### src/hdl/device_join_and_frame_counter_filter_assert.svh
// Assertion macros shared by the device join and frame counter filter RTL.
// The macros expect a clock named clk_i and an active-low reset named rst_ni in scope.
`ifndef DEVICE_JOIN_AND_FRAME_COUNTER_FILTER_ASSERT_SVH
`define DEVICE_JOIN_AND_FRAME_COUNTER_FILTER_ASSERT_SVH

// Same-cycle implication, checked outside reset.
`define DJFC_ASSERT_IMPLIES(lbl, ante, cons, msg) \
  lbl: assert property (@(posedge clk_i) disable iff (!rst_ni) (ante) |-> (cons)) \
    else $error(msg);

// Next-cycle implication, checked outside reset.
`define DJFC_ASSERT_NEXT(lbl, ante, cons, msg) \
  lbl: assert property (@(posedge clk_i) disable iff (!rst_ni) (ante) |=> (cons)) \
    else $error(msg);

`endif

### src/hdl/djfc_pkg.sv
// Package for the device join and frame counter filter: codes, field widths,
// and the command and status structs between controller and datapath. No dependencies.
`default_nettype none

package djfc_pkg;

  localparam int unsigned DEVICE_SLOTS_DEF = 16;

  // Input transaction layout, lowest field first.
  localparam int unsigned HDR_W  = 8;
  localparam int unsigned ADDR_W = 32;
  localparam int unsigned ID_W   = 64;
  localparam int unsigned CNT_W  = 16;
  localparam int unsigned GW_W   = 16;
  localparam int unsigned IN_W   = 136;

  // Output transaction layout, lowest field first, padded to whole bytes.
  localparam int unsigned MTYPE_W   = 3;
  localparam int unsigned VERDICT_W = 3;
  localparam int unsigned ASLOT_W   = 4;
  localparam int unsigned OUT_W     = 16;

  // Message types from header bits 7..5.
  localparam logic [MTYPE_W-1:0] MT_JOIN_REQ    = 3'd0;
  localparam logic [MTYPE_W-1:0] MT_JOIN_ACCEPT = 3'd1;
  localparam logic [MTYPE_W-1:0] MT_UNCONF_UP   = 3'd2;
  localparam logic [MTYPE_W-1:0] MT_CONF_UP     = 3'd4;

  // Verdict codes.
  localparam logic [VERDICT_W-1:0] VERDICT_IGNORED   = 3'd0;
  localparam logic [VERDICT_W-1:0] VERDICT_ACCEPTED  = 3'd1;
  localparam logic [VERDICT_W-1:0] VERDICT_UNHANDLED = 3'd2;
  localparam logic [VERDICT_W-1:0] VERDICT_BAD_SLOT  = 3'd3;
  localparam logic [VERDICT_W-1:0] VERDICT_FULL      = 3'd4;

  // Which result the datapath should produce in this cycle.
  typedef enum logic [2:0] {
    EMIT_NONE,
    EMIT_UNHANDLED,
    EMIT_BAD_SLOT,
    EMIT_JOIN_HIT,
    EMIT_JOIN_NEW,
    EMIT_DATA
  } emit_e;

  typedef struct packed {
    logic  load;       // capture the input transaction
    logic  srch_init;  // start the slot search at slot one
    logic  srch_step;  // read one slot and compare the previous one
    logic  data_rd;    // read the slot named by the device address
    emit_e emit;
  } dp_cmd_t;

  typedef struct packed {
    logic join_req;    // captured frame is a join request
    logic data_frame;  // captured frame is a join accept or an uplink
    logic addr_bad;    // device address is zero or beyond the used slots
    logic hit;         // compared slot holds the requested device id
    logic miss;        // search ran past the used slots without a hit
    logic out_free;    // output register can take a result this cycle
  } dp_status_t;

endpackage

`default_nettype wire

### src/hdl/djfc_ctrl.sv
// Controller state machine of the device join and frame counter filter.
// Depends on djfc_pkg for the command and status structs.
`default_nettype none

module djfc_ctrl (
  input  wire logic                 clk_i,
  input  wire logic                 rst_ni,
  input  wire logic                 s_valid_i,
  output logic                      s_ready_o,
  input  wire djfc_pkg::dp_status_t stat_i,
  output djfc_pkg::dp_cmd_t         cmd_o
);

  localparam logic [1:0] ST_IDLE   = 2'd0;
  localparam logic [1:0] ST_DECODE = 2'd1;
  localparam logic [1:0] ST_SEARCH = 2'd2;
  localparam logic [1:0] ST_DATA   = 2'd3;

  logic [1:0] state_q, state_d;

  always_ff @(posedge clk_i or negedge rst_ni) begin
    if (!rst_ni) begin
      state_q <= ST_IDLE;
    end else begin
      state_q <= state_d;
    end
  end

  always_comb begin
    state_d         = state_q;
    cmd_o.load      = 1'b0;
    cmd_o.srch_init = 1'b0;
    cmd_o.srch_step = 1'b0;
    cmd_o.data_rd   = 1'b0;
    cmd_o.emit      = djfc_pkg::EMIT_NONE;
    s_ready_o       = 1'b0;
    unique case (state_q)
      ST_IDLE: begin
        s_ready_o = 1'b1;
        if (s_valid_i) begin
          cmd_o.load = 1'b1;
          state_d    = ST_DECODE;
        end
      end
      ST_DECODE: begin
        if (stat_i.join_req) begin
          cmd_o.srch_init = 1'b1;
          state_d         = ST_SEARCH;
        end else if (stat_i.data_frame) begin
          if (!stat_i.addr_bad) begin
            cmd_o.data_rd = 1'b1;
            state_d       = ST_DATA;
          end else if (stat_i.out_free) begin
            cmd_o.emit = djfc_pkg::EMIT_BAD_SLOT;
            state_d    = ST_IDLE;
          end
        end else if (stat_i.out_free) begin
          cmd_o.emit = djfc_pkg::EMIT_UNHANDLED;
          state_d    = ST_IDLE;
        end
      end
      ST_SEARCH: begin
        // The whole search holds while the output register is occupied.
        if (stat_i.out_free) begin
          if (stat_i.hit) begin
            cmd_o.emit = djfc_pkg::EMIT_JOIN_HIT;
            state_d    = ST_IDLE;
          end else if (stat_i.miss) begin
            cmd_o.emit = djfc_pkg::EMIT_JOIN_NEW;
            state_d    = ST_IDLE;
          end else begin
            cmd_o.srch_step = 1'b1;
          end
        end
      end
      ST_DATA: begin
        if (stat_i.out_free) begin
          cmd_o.emit = djfc_pkg::EMIT_DATA;
          state_d    = ST_IDLE;
        end
      end
      default: begin
        state_d = ST_IDLE;
      end
    endcase
  end

endmodule

`default_nettype wire

### src/hdl/djfc_dpath.sv
// Datapath of the device join and frame counter filter: transaction registers,
// slot memories, search counter and output register. Depends on djfc_pkg and the assert header.
`default_nettype none

`include "device_join_and_frame_counter_filter_assert.svh"

module djfc_dpath #(
  parameter int unsigned DEVICE_SLOTS = djfc_pkg::DEVICE_SLOTS_DEF
) (
  input  wire logic                          clk_i,
  input  wire logic                          rst_ni,
  input  wire logic [djfc_pkg::IN_W-1:0]     in_data_i,
  input  wire djfc_pkg::dp_cmd_t             cmd_i,
  output djfc_pkg::dp_status_t               stat_o,
  output logic                               out_valid_o,
  input  wire logic                          out_ready_i,
  output logic [djfc_pkg::OUT_W-1:0]         out_data_o
);

  localparam int unsigned AW = $clog2(DEVICE_SLOTS);
  localparam int unsigned CW = AW + 1;
  localparam logic [AW-1:0] LAST_SLOT = AW'(DEVICE_SLOTS - 1);

  localparam int unsigned ADDR_LO = djfc_pkg::HDR_W;
  localparam int unsigned ID_LO   = ADDR_LO + djfc_pkg::ADDR_W;
  localparam int unsigned CNT_LO  = ID_LO + djfc_pkg::ID_W;
  localparam int unsigned GW_LO   = CNT_LO + djfc_pkg::CNT_W;

  // Captured transaction.
  logic [djfc_pkg::MTYPE_W-1:0] mtype_q;
  logic [djfc_pkg::ADDR_W-1:0]  addr_q;
  logic [djfc_pkg::ID_W-1:0]    id_q;
  logic [djfc_pkg::CNT_W-1:0]   cnt_q;
  logic [djfc_pkg::GW_W-1:0]    gw_q;

  // Slot memories. Entries above the used count never take part in a compare,
  // so none needs a reset.
  logic [djfc_pkg::ID_W-1:0]  id_mem [DEVICE_SLOTS];
  logic [djfc_pkg::CNT_W-1:0] fc_mem [DEVICE_SLOTS];
  logic [djfc_pkg::CNT_W-1:0] jc_mem [DEVICE_SLOTS];
  logic [djfc_pkg::GW_W-1:0]  gw_mem [DEVICE_SLOTS];

  logic [djfc_pkg::ID_W-1:0]  id_rd_q;
  logic [djfc_pkg::CNT_W-1:0] fc_rd_q;
  logic [djfc_pkg::CNT_W-1:0] jc_rd_q;

  logic [AW-1:0] used_q;
  logic [CW-1:0] idx_q;
  logic [AW-1:0] cmp_idx_q;
  logic          pend_q;

  logic [AW-1:0] rd_addr;
  logic          rd_en;
  logic          issue;
  logic          full;
  logic          append;
  logic [AW-1:0] new_slot;
  logic [AW-1:0] data_slot;

  logic                        jc_we;
  logic [AW-1:0]               jc_waddr;
  logic [djfc_pkg::CNT_W-1:0]  jc_wdata;
  logic                        fc_we;
  logic [djfc_pkg::CNT_W-1:0]  fc_wdata;

  logic [djfc_pkg::VERDICT_W-1:0] verdict;
  logic                           ack;
  logic [AW-1:0]                  slot;
  logic [AW+3:0]                  slot_wide;

  logic                             out_vld_q;
  logic [djfc_pkg::MTYPE_W-1:0]     out_mtype_q;
  logic [djfc_pkg::VERDICT_W-1:0]   out_verdict_q;
  logic                             out_ack_q;
  logic [djfc_pkg::ASLOT_W-1:0]     out_slot_q;

  // Status toward the controller.
  assign issue     = idx_q <= {1'b0, used_q};
  assign full      = used_q == LAST_SLOT;
  assign new_slot  = used_q + 1'b1;
  assign data_slot = addr_q[AW-1:0];

  always_comb begin
    stat_o.join_req   = 1'b0;
    stat_o.data_frame = 1'b0;
    unique case (mtype_q) inside
      djfc_pkg::MT_JOIN_REQ: begin
        stat_o.join_req = 1'b1;
      end
      djfc_pkg::MT_JOIN_ACCEPT, djfc_pkg::MT_UNCONF_UP, djfc_pkg::MT_CONF_UP: begin
        stat_o.data_frame = 1'b1;
      end
      default: begin
      end
    endcase
    stat_o.addr_bad = (addr_q == '0) || (addr_q > djfc_pkg::ADDR_W'(used_q));
    stat_o.hit      = pend_q && (id_rd_q == id_q);
    stat_o.miss     = !pend_q && !issue;
    stat_o.out_free = !out_vld_q || out_ready_i;
  end

  // Capture the incoming transaction.
  always_ff @(posedge clk_i) begin
    if (cmd_i.load) begin
      mtype_q <= in_data_i[djfc_pkg::HDR_W-1 -: djfc_pkg::MTYPE_W];
      addr_q  <= in_data_i[ADDR_LO +: djfc_pkg::ADDR_W];
      id_q    <= in_data_i[ID_LO +: djfc_pkg::ID_W];
      cnt_q   <= in_data_i[CNT_LO +: djfc_pkg::CNT_W];
      gw_q    <= in_data_i[GW_LO +: djfc_pkg::GW_W];
    end
  end

  // Search pointer, used count and pending compare flag.
  assign append = (cmd_i.emit == djfc_pkg::EMIT_JOIN_NEW) && !full;

  always_ff @(posedge clk_i or negedge rst_ni) begin
    if (!rst_ni) begin
      idx_q     <= '0;
      pend_q    <= 1'b0;
      cmp_idx_q <= '0;
      used_q    <= '0;
    end else begin
      if (cmd_i.srch_init) begin
        idx_q  <= CW'(1);
        pend_q <= 1'b0;
      end else if (cmd_i.srch_step) begin
        pend_q    <= issue;
        cmp_idx_q <= idx_q[AW-1:0];
        if (issue) begin
          idx_q <= idx_q + 1'b1;
        end
      end
      if (append) begin
        used_q <= new_slot;
      end
    end
  end

  // Memory read port, shared by the search and the data frame lookup.
  assign rd_addr = cmd_i.data_rd ? data_slot : idx_q[AW-1:0];
  assign rd_en   = cmd_i.srch_step || cmd_i.data_rd;

  always_ff @(posedge clk_i) begin
    if (rd_en) begin
      id_rd_q <= id_mem[rd_addr];
      fc_rd_q <= fc_mem[rd_addr];
      jc_rd_q <= jc_mem[rd_addr];
    end
  end

  // Write ports.
  always_comb begin
    jc_we    = 1'b0;
    jc_waddr = new_slot;
    jc_wdata = cnt_q;
    fc_we    = 1'b0;
    fc_wdata = cnt_q;
    case (cmd_i.emit)
      djfc_pkg::EMIT_JOIN_HIT: begin
        jc_we    = cnt_q > jc_rd_q;
        jc_waddr = cmp_idx_q;
      end
      djfc_pkg::EMIT_JOIN_NEW: begin
        // A fresh slot starts at zero, so storing the counter matches the accept test.
        jc_we    = !full;
        fc_we    = !full;
        fc_wdata = '0;
      end
      djfc_pkg::EMIT_DATA: begin
        jc_we    = fc_rd_q == '0;
        jc_waddr = data_slot;
        jc_wdata = '0;
        fc_we    = cnt_q > fc_rd_q;
      end
      default: begin
      end
    endcase
  end

  always_ff @(posedge clk_i) begin
    if (append) begin
      id_mem[new_slot] <= id_q;
      gw_mem[new_slot] <= gw_q;
    end
    if (jc_we) begin
      jc_mem[jc_waddr] <= jc_wdata;
    end
    if (fc_we) begin
      fc_mem[cmd_i.emit == djfc_pkg::EMIT_DATA ? data_slot : new_slot] <= fc_wdata;
    end
  end

  // Result of the current transaction.
  always_comb begin
    verdict = djfc_pkg::VERDICT_IGNORED;
    ack     = 1'b0;
    slot    = '0;
    case (cmd_i.emit)
      djfc_pkg::EMIT_UNHANDLED: begin
        verdict = djfc_pkg::VERDICT_UNHANDLED;
      end
      djfc_pkg::EMIT_BAD_SLOT: begin
        verdict = djfc_pkg::VERDICT_BAD_SLOT;
      end
      djfc_pkg::EMIT_JOIN_HIT: begin
        if (cnt_q > jc_rd_q) begin
          verdict = djfc_pkg::VERDICT_ACCEPTED;
          slot    = cmp_idx_q;
        end
      end
      djfc_pkg::EMIT_JOIN_NEW: begin
        if (full) begin
          verdict = djfc_pkg::VERDICT_FULL;
        end else if (cnt_q != '0) begin
          verdict = djfc_pkg::VERDICT_ACCEPTED;
          slot    = new_slot;
        end
      end
      djfc_pkg::EMIT_DATA: begin
        if (cnt_q > fc_rd_q) begin
          verdict = djfc_pkg::VERDICT_ACCEPTED;
          ack     = mtype_q == djfc_pkg::MT_CONF_UP;
        end
      end
      default: begin
      end
    endcase
  end

  assign slot_wide = {4'b0000, slot};

  // Output register.
  always_ff @(posedge clk_i or negedge rst_ni) begin
    if (!rst_ni) begin
      out_vld_q <= 1'b0;
    end else if (cmd_i.emit != djfc_pkg::EMIT_NONE) begin
      out_vld_q <= 1'b1;
    end else if (out_ready_i) begin
      out_vld_q <= 1'b0;
    end
  end

  always_ff @(posedge clk_i) begin
    if (cmd_i.emit != djfc_pkg::EMIT_NONE) begin
      out_mtype_q   <= mtype_q;
      out_verdict_q <= verdict;
      out_ack_q     <= ack;
      out_slot_q    <= slot_wide[djfc_pkg::ASLOT_W-1:0];
    end
  end

  assign out_valid_o = out_vld_q;
  assign out_data_o  = {5'b00000, out_slot_q, out_ack_q, out_verdict_q, out_mtype_q};

  `DJFC_ASSERT_IMPLIES(a_used_bound, 1'b1, used_q <= LAST_SLOT, "used count beyond last slot")
  `DJFC_ASSERT_IMPLIES(a_pend_range, pend_q,
                       (cmp_idx_q != '0) && (cmp_idx_q <= used_q),
                       "compared slot outside used range")
  `DJFC_ASSERT_IMPLIES(a_emit_free, cmd_i.emit != djfc_pkg::EMIT_NONE, stat_o.out_free,
                       "result produced into occupied output register")
  `DJFC_ASSERT_NEXT(a_append_count, append, used_q == $past(used_q) + 1'b1,
                    "append did not advance used count")

endmodule

`default_nettype wire

### src/hdl/device_join_and_frame_counter_filter.sv
// Top level of the device join and frame counter filter.
// Instantiates djfc_ctrl and djfc_dpath; depends on djfc_pkg.
//
// Usage: one parsed frame header enters per transaction on the s_axis group and
// exactly one result transaction leaves on the m_axis group, in order.
// A join request walks the used device slots one per cycle while the output
// register is free, comparing the stored device id that the previous step
// read from the slot memory into a register. A device already stored is
// answered when its compare hits; a new device is answered once every used
// slot has missed, and a full table holds DEVICE_SLOTS - 1 slots.
// Join accepts and uplinks read one slot in the decode state and are answered
// from the data state; bad addresses and unhandled types are answered straight
// from the decode state. One transaction is in work at a time, and the next
// one is accepted in the cycle after the result is registered.
// Reset empties the table at once by clearing the used-slot count; no clearing
// pass runs. While the receiver stalls, a finished result waits in the output
// register and the next transaction can still be accepted and decoded; its
// search or lookup then holds until the output register is free.
`default_nettype none

module device_join_and_frame_counter_filter #(
  parameter int unsigned DEVICE_SLOTS = djfc_pkg::DEVICE_SLOTS_DEF
) (
  input  wire logic                       clk_i,
  input  wire logic                       rst_ni,
  // Fields from bit 0 up: header_byte[7:0], device_address[39:8],
  // device_id[103:40], frame_count[119:104], gateway_id[135:120].
  input  wire logic [djfc_pkg::IN_W-1:0]  s_axis_tdata,
  input  wire logic                       s_axis_tvalid,
  output logic                            s_axis_tready,
  // Fields from bit 0 up: message_type[2:0], verdict[5:3], send_ack[6],
  // assigned_slot[10:7], zero padding[15:11].
  output logic [djfc_pkg::OUT_W-1:0]      m_axis_tdata,
  output logic                            m_axis_tvalid,
  input  wire logic                       m_axis_tready
);

  // Command and status between the sequencer and the datapath.
  djfc_pkg::dp_cmd_t    cmd;
  djfc_pkg::dp_status_t stat;

  djfc_ctrl u_ctrl (
    .clk_i     (clk_i),
    .rst_ni    (rst_ni),
    .s_valid_i (s_axis_tvalid),
    .s_ready_o (s_axis_tready),
    .stat_i    (stat),
    .cmd_o     (cmd)
  );

  djfc_dpath #(
    .DEVICE_SLOTS (DEVICE_SLOTS)
  ) u_dpath (
    .clk_i       (clk_i),
    .rst_ni      (rst_ni),
    .in_data_i   (s_axis_tdata),
    .cmd_i       (cmd),
    .stat_o      (stat),
    .out_valid_o (m_axis_tvalid),
    .out_ready_i (m_axis_tready),
    .out_data_o  (m_axis_tdata)
  );

endmodule

`default_nettype wire
### config.mk
export PLATFORM = sky130hd
export DESIGN_NAME = device_join_and_frame_counter_filter
export DESIGN_NICKNAME = d
export VERILOG_FILES = /design/src/hdl/djfc_pkg.sv /design/src/hdl/djfc_ctrl.sv /design/src/hdl/djfc_dpath.sv /design/src/hdl/device_join_and_frame_counter_filter.sv
export VERILOG_INCLUDE_DIRS = /design/src /design/src/hdl
export SDC_FILE = /design/constraint.sdc
export NUM_CORES = 2
export LEC_CHECK = 0
export BUFFER_PORTS_ARGS = -buffer_cell sky130_fd_sc_hd__buf_2
export CAP_MARGIN = 20
export CORE_MARGIN = 5
export CORE_UTILIZATION = 40
export CTS_CLUSTER_SIZE = 12
export DETAILED_ROUTE_END_ITERATION = 10
export GPL_TIMING_DRIVEN = 0
export PLACE_DENSITY = 0.67
export RECOVER_POWER = 100
export REMOVE_ABC_BUFFERS = 1
export SYNTH_ARGS = -nofsm -noshare
export SYNTH_HDL_FRONTEND = slang
export SYNTH_SLANG_ARGS = --single-unit
### constraint.sdc
create_clock -name clk_i -period 16.45 [get_ports clk_i]
set_clock_uncertainty 0.05 [all_clocks]
set_input_delay 0.8225 -clock clk_i [delete_from_list [all_inputs] [get_ports clk_i]]
set_output_delay 0.8225 -clock clk_i [all_outputs]
set_load 0.01 [all_outputs]
Word-level counts from Yosys, hierarchy flattened
Memories as Yosys holds them, arrays and structs flattened. A register that Yosys moved wholly into a read port is not among the register bits.
Cells that the tools add are included.
{ "classes": {"n_eq_ne": 16, "n_bitwise": 1, "reduce_logical": 24, "n_addsub": 2, "n_lt_le_gt_ge": 4, "n_mux": 62} }
{ "ops": {"columns": ["op", "n"], "rows": [
  ["64-bit equality test", 1],
  ["16-bit greater-than comparator", 2],
  ["32-bit by 4-bit greater-than comparator with 1-bit output", 1],
  ["32-bit zero test", 1],
  ["16-bit two-way mux", 2],
  ["1-bit two-way mux", 28],
  ["4-bit two-way mux", 6],
  ["3-bit two-way mux", 7],
  ["2-bit two-way mux", 9],
  ["16-bit zero test", 1],
  ["4-bit one-hot mux with 2 select lines", 2],
  ["16-bit nonzero test", 1],
  ["5-bit two-way mux", 3],
  ["3-bit one-hot mux with 5 select lines", 1],
  ["3-bit by 2-bit equality test with 1-bit output (second input constant)", 3],
  ["3-bit equality test (second input constant)", 3],
  ["3-bit one-hot mux with 3 select lines", 1],
  ["2-bit one-hot mux with 4 select lines", 1],
  ["3-bit by 1-bit equality test with 1-bit output (second input constant)", 2],
  ["2-bit AND reduction", 3],
  ["2-bit nonzero test", 3],
  ["5-bit by 1-bit adder with 5-bit output (second input constant)", 1],
  ["5-bit by 4-bit <= comparator with 1-bit output", 1],
  ["4-bit by 1-bit adder with 4-bit output (second input constant)", 1],
  ["16 further kinds", 25]
]} }
{ "totals": {"wordCells": 126, "reg_bits": 143, "ramBits": 1536, "out_inout_bits": 18, "n_memories": 3, "in_bits": 140} }
{ "mem_list": {"columns": ["name", "words", "word_bits", "rd", "rd_clocked_by_memory_dff", "write_ports", "line", "text"], "rows": [
  ["u_dpath.id_mem", 16, 64, 1, 1, 1, "djfc_dpath.sv:38", "logic [djfc_pkg::ID_W-1:0] id_mem [DEVICE_SLOTS];"],
  ["u_dpath.fc_mem", 16, 16, 1, 1, 1, "djfc_dpath.sv:39", "logic [djfc_pkg::CNT_W-1:0] fc_mem [DEVICE_SLOTS];"],
  ["u_dpath.jc_mem", 16, 16, 1, 1, 1, "djfc_dpath.sv:40", "logic [djfc_pkg::CNT_W-1:0] jc_mem [DEVICE_SLOTS];"]
]} }

Depth between registers and ports, before layout
{ "depth": {"depth_word": 11, "mapped_depth": 15, "mapped_depth_nobuf": 10} }

Cells and area by module
From an unflattened synthesis, not the netlist that was laid out.
{ "hier_totals": {"hier_cells": 3351, "hier_area_um2": 69181.4} }
{ "by_module_without_submodules": {"columns": ["module", "cells_each", "area_each_um2", "n_inst"], "rows": [
  ["djfc_dpath", 3324, 68989.9, 1],
  ["djfc_ctrl", 27, 191.4, 1]
]} }

Worst setup path after synthesis
No wires, ideal clock.
{ "synth_timing": {"kind": "register to register", "startpoint": "register u_dpath.used_q[1]", "endpoint": "memory u_dpath.id_mem[4][0] in the netlist's numbering (enable)", "stages_incl_launch_ff": 11, "setup_slack_ns": 11.172, "arrival_time_ns": 4.741, "period_less_slack_ns": 5.278, "cell_sequence": "dfrtp_1 -> inv_1 -> ha_1 -> nor2b_1 -> o21a_1 -> o21a_1 -> o21ai_0 -> a211o_1 -> nor2_1 -> nand2_1 -> nor2_1"} }
{ "synth_between": {"elab_chain_len": 11, "elab_cells_between_ends": 19} }
{ "synth_rtl": {"columns": ["item", "line", "text"], "rows": [
  ["start: declaration", "djfc_dpath.sv:47", "logic [AW-1:0] used_q;"],
  ["start signal: assignment", "djfc_dpath.sv:134", "used_q <= new_slot;"],
  ["branches (longest 11 deep; another with 32-bit by 4-bit greater-than comparator with 1-bit output)", null, null],
  ["end: declaration", "djfc_dpath.sv:38", null]
]} }
Several ways; the timed one is not identified.

Worst setup path in the final report
{ "layout_timing": {"startpoint": "register u_dpath.addr_q[19] in the netlist's numbering", "endpoint": "register u_dpath.id_rd_q[59] in the netlist's numbering (read register of u_dpath.id_mem) (enable)"} }
{ "layout_between": {"elab_chain_len": 7, "elab_cells_between_ends": 9} }
{ "layout_rtl": {"columns": ["item", "line", "text"], "rows": [
  ["start: declaration", "djfc_dpath.sv:31", "logic [djfc_pkg::ADDR_W-1:0] addr_q;"],
  ["start signal: assignment", "djfc_dpath.sv:106", "addr_q <= in_data_i[ADDR_LO +: djfc_pkg::ADDR_W];"],
  ["32-bit by 4-bit greater-than comparator with 1-bit output / 32-bit zero test (equally long branches)", "djfc_dpath.sv:96", "stat_o.addr_bad = (addr_q == '0) || (addr_q > djfc_pkg::ADDR_W'(used_q));"],
  ["1-bit logical OR (*)", "djfc_dpath.sv:96", null],
  ["1-bit two-way mux (*)", "djfc_ctrl.sv:50", "if (!stat_i.addr_bad) begin"],
  ["1-bit two-way mux (*)", "djfc_ctrl.sv:49", "end else if (stat_i.data_frame) begin"],
  ["4-bit two-way mux (*)", "djfc_ctrl.sv:46", "if (stat_i.join_req) begin"],
  ["1-bit two-way mux (*)", "djfc_ctrl.sv:37", "unique case (state_q)"],
  ["1-bit logical OR (*)", "djfc_dpath.sv:141", "assign rd_en = cmd_i.srch_step || cmd_i.data_rd;"],
  ["via u_dpath.rd_en", "djfc_dpath.sv:53", "logic rd_en;"],
  ["end: declaration", "djfc_dpath.sv:43", "logic [djfc_pkg::ID_W-1:0] id_rd_q;"]
]} }
The timed path passes the listed nets; every way through them passes the cells marked *.
A chain may end at the register's enable or synchronous reset.

==> metrics.txt <==
mapped cell area=68,600 sq um; met2 routed WL=approximately 86 mm; Critical path origin=u_dpath.addr_q[19]; 1st-pass router iterations=7; simple-gate share of the synthesized area=0.0311; Ports=between 150 and 200; Critical R2R Launch=u_dpath.addr_q[19]; die area=about 180,000 sq um; cell count of the worst hold path=1; commonest cells in the netlist=1,758 x edfxtp_1, 774 x mux2i_1, 387 x o22ai_1; number of core rows=between 150 and 200; Setup-failing EPs final=0; WP data arrival=~11,000 ps; CP Launch Type=flop; vias in the first global route=35,900; final period utilization=0.646; setup bufs post-CTS=0; die width=~420 microns; PortBufs=131; initial antenna violation count=6; share of layout cells above drive strength 1=0.0870; post-synthesis mux area share=0.114; Tightest Pin Transition=roughly 3600 ps; Synth Area in XOR/XNOR=0.00740; yosys warns=0; Finished Cell Area=around 78,000 sq um; die span in y=~420 microns; placer congestion estimate=roughly 0.81; number of library cell types mapped by synthesis=slightly below 70; Leakage=around 26 nW; Highest Signal Layer=met5; hold path start=s_axis_tdata[51]; VDD IR max=0.0984 mV; P_int=roughly 8.7 mW; CTS clock-pin slew for the worst setup and hold paths=60 ps; R2R setup slack=between 5000 and 6000 ps; Area growth syn-to-layout=13.3%; fmax=around 94 MHz; largest net degree at the start of global routing=56; adder and majority gate portion of the synthesized area=0.00853; dominant cell type by area after synthesis=edfxtp_1; EDFF count, synth=roughly 1,800; final WL=roughly 170 mm; Initial Util=0.401; H-tree depth=4; total power=about 12 mW; Mapped Cells=~3,700; 1st-iter DRT viols=about 3,600; DR vias/cell=~5.6; Clock Latency Late Sink=800 ps; Hold WC Path Type=input port to flop; kind of critical path=flop to flop; Combinational Power Share=0.237; top cells by area, synth=edfxtp_1 77%, mux2i_1 11%, o22ai_1 3.5%; compound-gate portion of the synthesized area=0.0445; switching power=approximately 3.5 mW; post-synth top area share=0.769; Max Root-Sink Buffers=3; status=finished with violations; met3 routed WL=between 10 and 15 mm; Fin Hold WS=roughly 150 ps; detailed-route via count=35,600; CP Capture Type=flop; CP max FO=38; min Tclk post-route=between 10,000 and 15,000 ps; worst reg2reg path depth=7; power density over cell area=between 150 and 200 nW/um^2; DR WL/cell=around 27 microns; Hold Vio Cnt, Final=0; Sw Ratio=0.287; failing checks=max-capacitance violations, max-slew violations; placed cell area=between 70,000 and 80,000 sq um; CTS Buf Count=approximately 170; Max Slew Vio Count=1,034; combinational family with the most area after synthesis=multiplexers; clock sinks=1,775; metal1 wirelength=around 65 mm; Post-DP HPWL=~100 mm; Syn Area/Cell=approximately 18 sq um; Clock power frac=0.291; first-pass GRT wire length=242 mm; RSZ-0062 raised after global routing=false; Main synth FF type=edfxtp_1; Seq pwr share=0.472; setup ws final=5830 ps; relative slew slack=-1.41; Worst EP required=16,720 ps; pre-CTS WS=about 11,000 ps; max-cap violations=52; Root Buffer=clkbuf_16; Yosys reg bits=1,775; Total GRT Usage=0.183; core area=roughly 170,000 sq um; Synth async-reset ratio=0.00958; Hold Crit Endpoint=u_dpath.id_q[11]; remaining global-route overflow=0; CTS tree=yes; drc violations=0; Seq/Total Area, Yosys=0.775; nets@finish=4,219; most numerous cell in the Yosys netlist=edfxtp_1; worst r2r dst=u_dpath.id_rd_q[59]; Antenna Nets Post-Route=0
[worst max-delay path, stage by stage (launching register included)]
cell	delay, ps
edfxtp_1	550
nor4_1	230
nand4_1	360
or2_1	330
a211oi_1	1500
or2_0	2660
clkbuf_1	1980
clkbuf_1	2390
[power groups by stage]
| stage | sequential, mW | clock [mW] | combinational (mW) |
|---|---|---|---|
| finish | 5.77 | 3.56 | 2.89 |
| global route | 5.79 | 3.81 | 3.06 |
| CTS | 5.74 | 3.62 | 2.95 |
| detailed placement | 5.83 | 0 | 2.94 |
| global placement | 5.84 | 0 | 4.02 |
| floorplan | 5.74 | 0 | 3.32 |
[per-stage QoR]
step / setup TNS (ps) / cells / util
finish: 0 / 6351 / 0.454
global route: 0 / 6349 / 0.454
CTS: 0 / 6348 / 0.467
detailed placement: 0 / 6089 / 0.438
global placement: -3022570 / 5915 / 0.415
floorplan: -1178190 / 3551 / -
[placed cells by master (no fill, tap or decap), types with 3 or more instances in the layout]
master        n
buf_2        71
nor4_1       27
inv_1        54
mux2_2        4
a21oi_1      17
xnor2_1      56
o21ai_0      16
a31oi_1       5
and2_0       32
nand2_1      32
dfrtp_1      17
clkinv_2      5
inv_6         6
buf_8        13
buf_16       33
nor3_1       33
or4_1        98
or2_2         4
nand4_1      29
nor2_1       56
clkinv_8      3
conb_1        5
nand2b_1     15
a21o_1       10
clkbuf_16   178
diode_2       3
clkbuf_1    213
o21a_1        5
buf_12       18
edfxtp_1   1758
nor2b_1       7
clkinv_1     16
and3_1        6
ha_1         46
or3_1         3
nand3_1       7
mux2i_1     774
o22ai_1     387
[how the worst max path moves through the flow]
stage	end	depth (start not counted)
2_1_floorplan	u_dpath.fc_rd_q[0]	10
3_3_place_gp	u_dpath.jc_rd_q[14]	8
3_5_place_dp	u_dpath.id_rd_q[57]	12
4_1_cts	u_dpath.id_rd_q[57]	12
5_1_grt	u_dpath.id_rd_q[59]	7
6_report	u_dpath.id_rd_q[59]	7
[final cells by class]
class                   instances  area (sq um)
clock inverters                36           293
flip-flops and latches       1775         53200
fillers                     14300         93400
well taps                    2233          2790
multi-input cells            1722         14100
repair buffers                306          2470
inverters                      54           203
diodes                          3          7.51
clock buffers                 222          4630
[kinds of logic after synthesis]
kind of cell	count (synthesis)
xor+xnor	58
simple gates	361
buf+inv	239
flops	1775
mux	778
other cells	1
fa+ha+maj	47
compound gates	473
[routing by layer]
layer	track usage	vias up
li1	-	15700
met1	0.227	18200
met2	0.322	1367
met3	0.0298	362
met4	0.0695	4
met5	0	-
[state kept, by name (all words and copies together) (netlist names), 4 cells and up]
signal and count:
u_dpath.addr_q 32, u_dpath.cmp_idx_q 4, u_dpath.cnt_q 16, u_dpath.fc_mem 256, u_dpath.fc_rd_q 16, u_dpath.id_mem 1024
u_dpath.id_q 64, u_dpath.id_rd_q 64, u_dpath.idx_q 5, u_dpath.jc_mem 256, u_dpath.jc_rd_q 16, u_dpath.out_slot_q 4
u_dpath.used_q 4
[timing repair]
item / in CTS / in global routing
hold buffers: 1 / 0
resized for setup: 0 / 0
hold endpoints to repair: 17 / 0
Power figures use the tool's default switching activity.
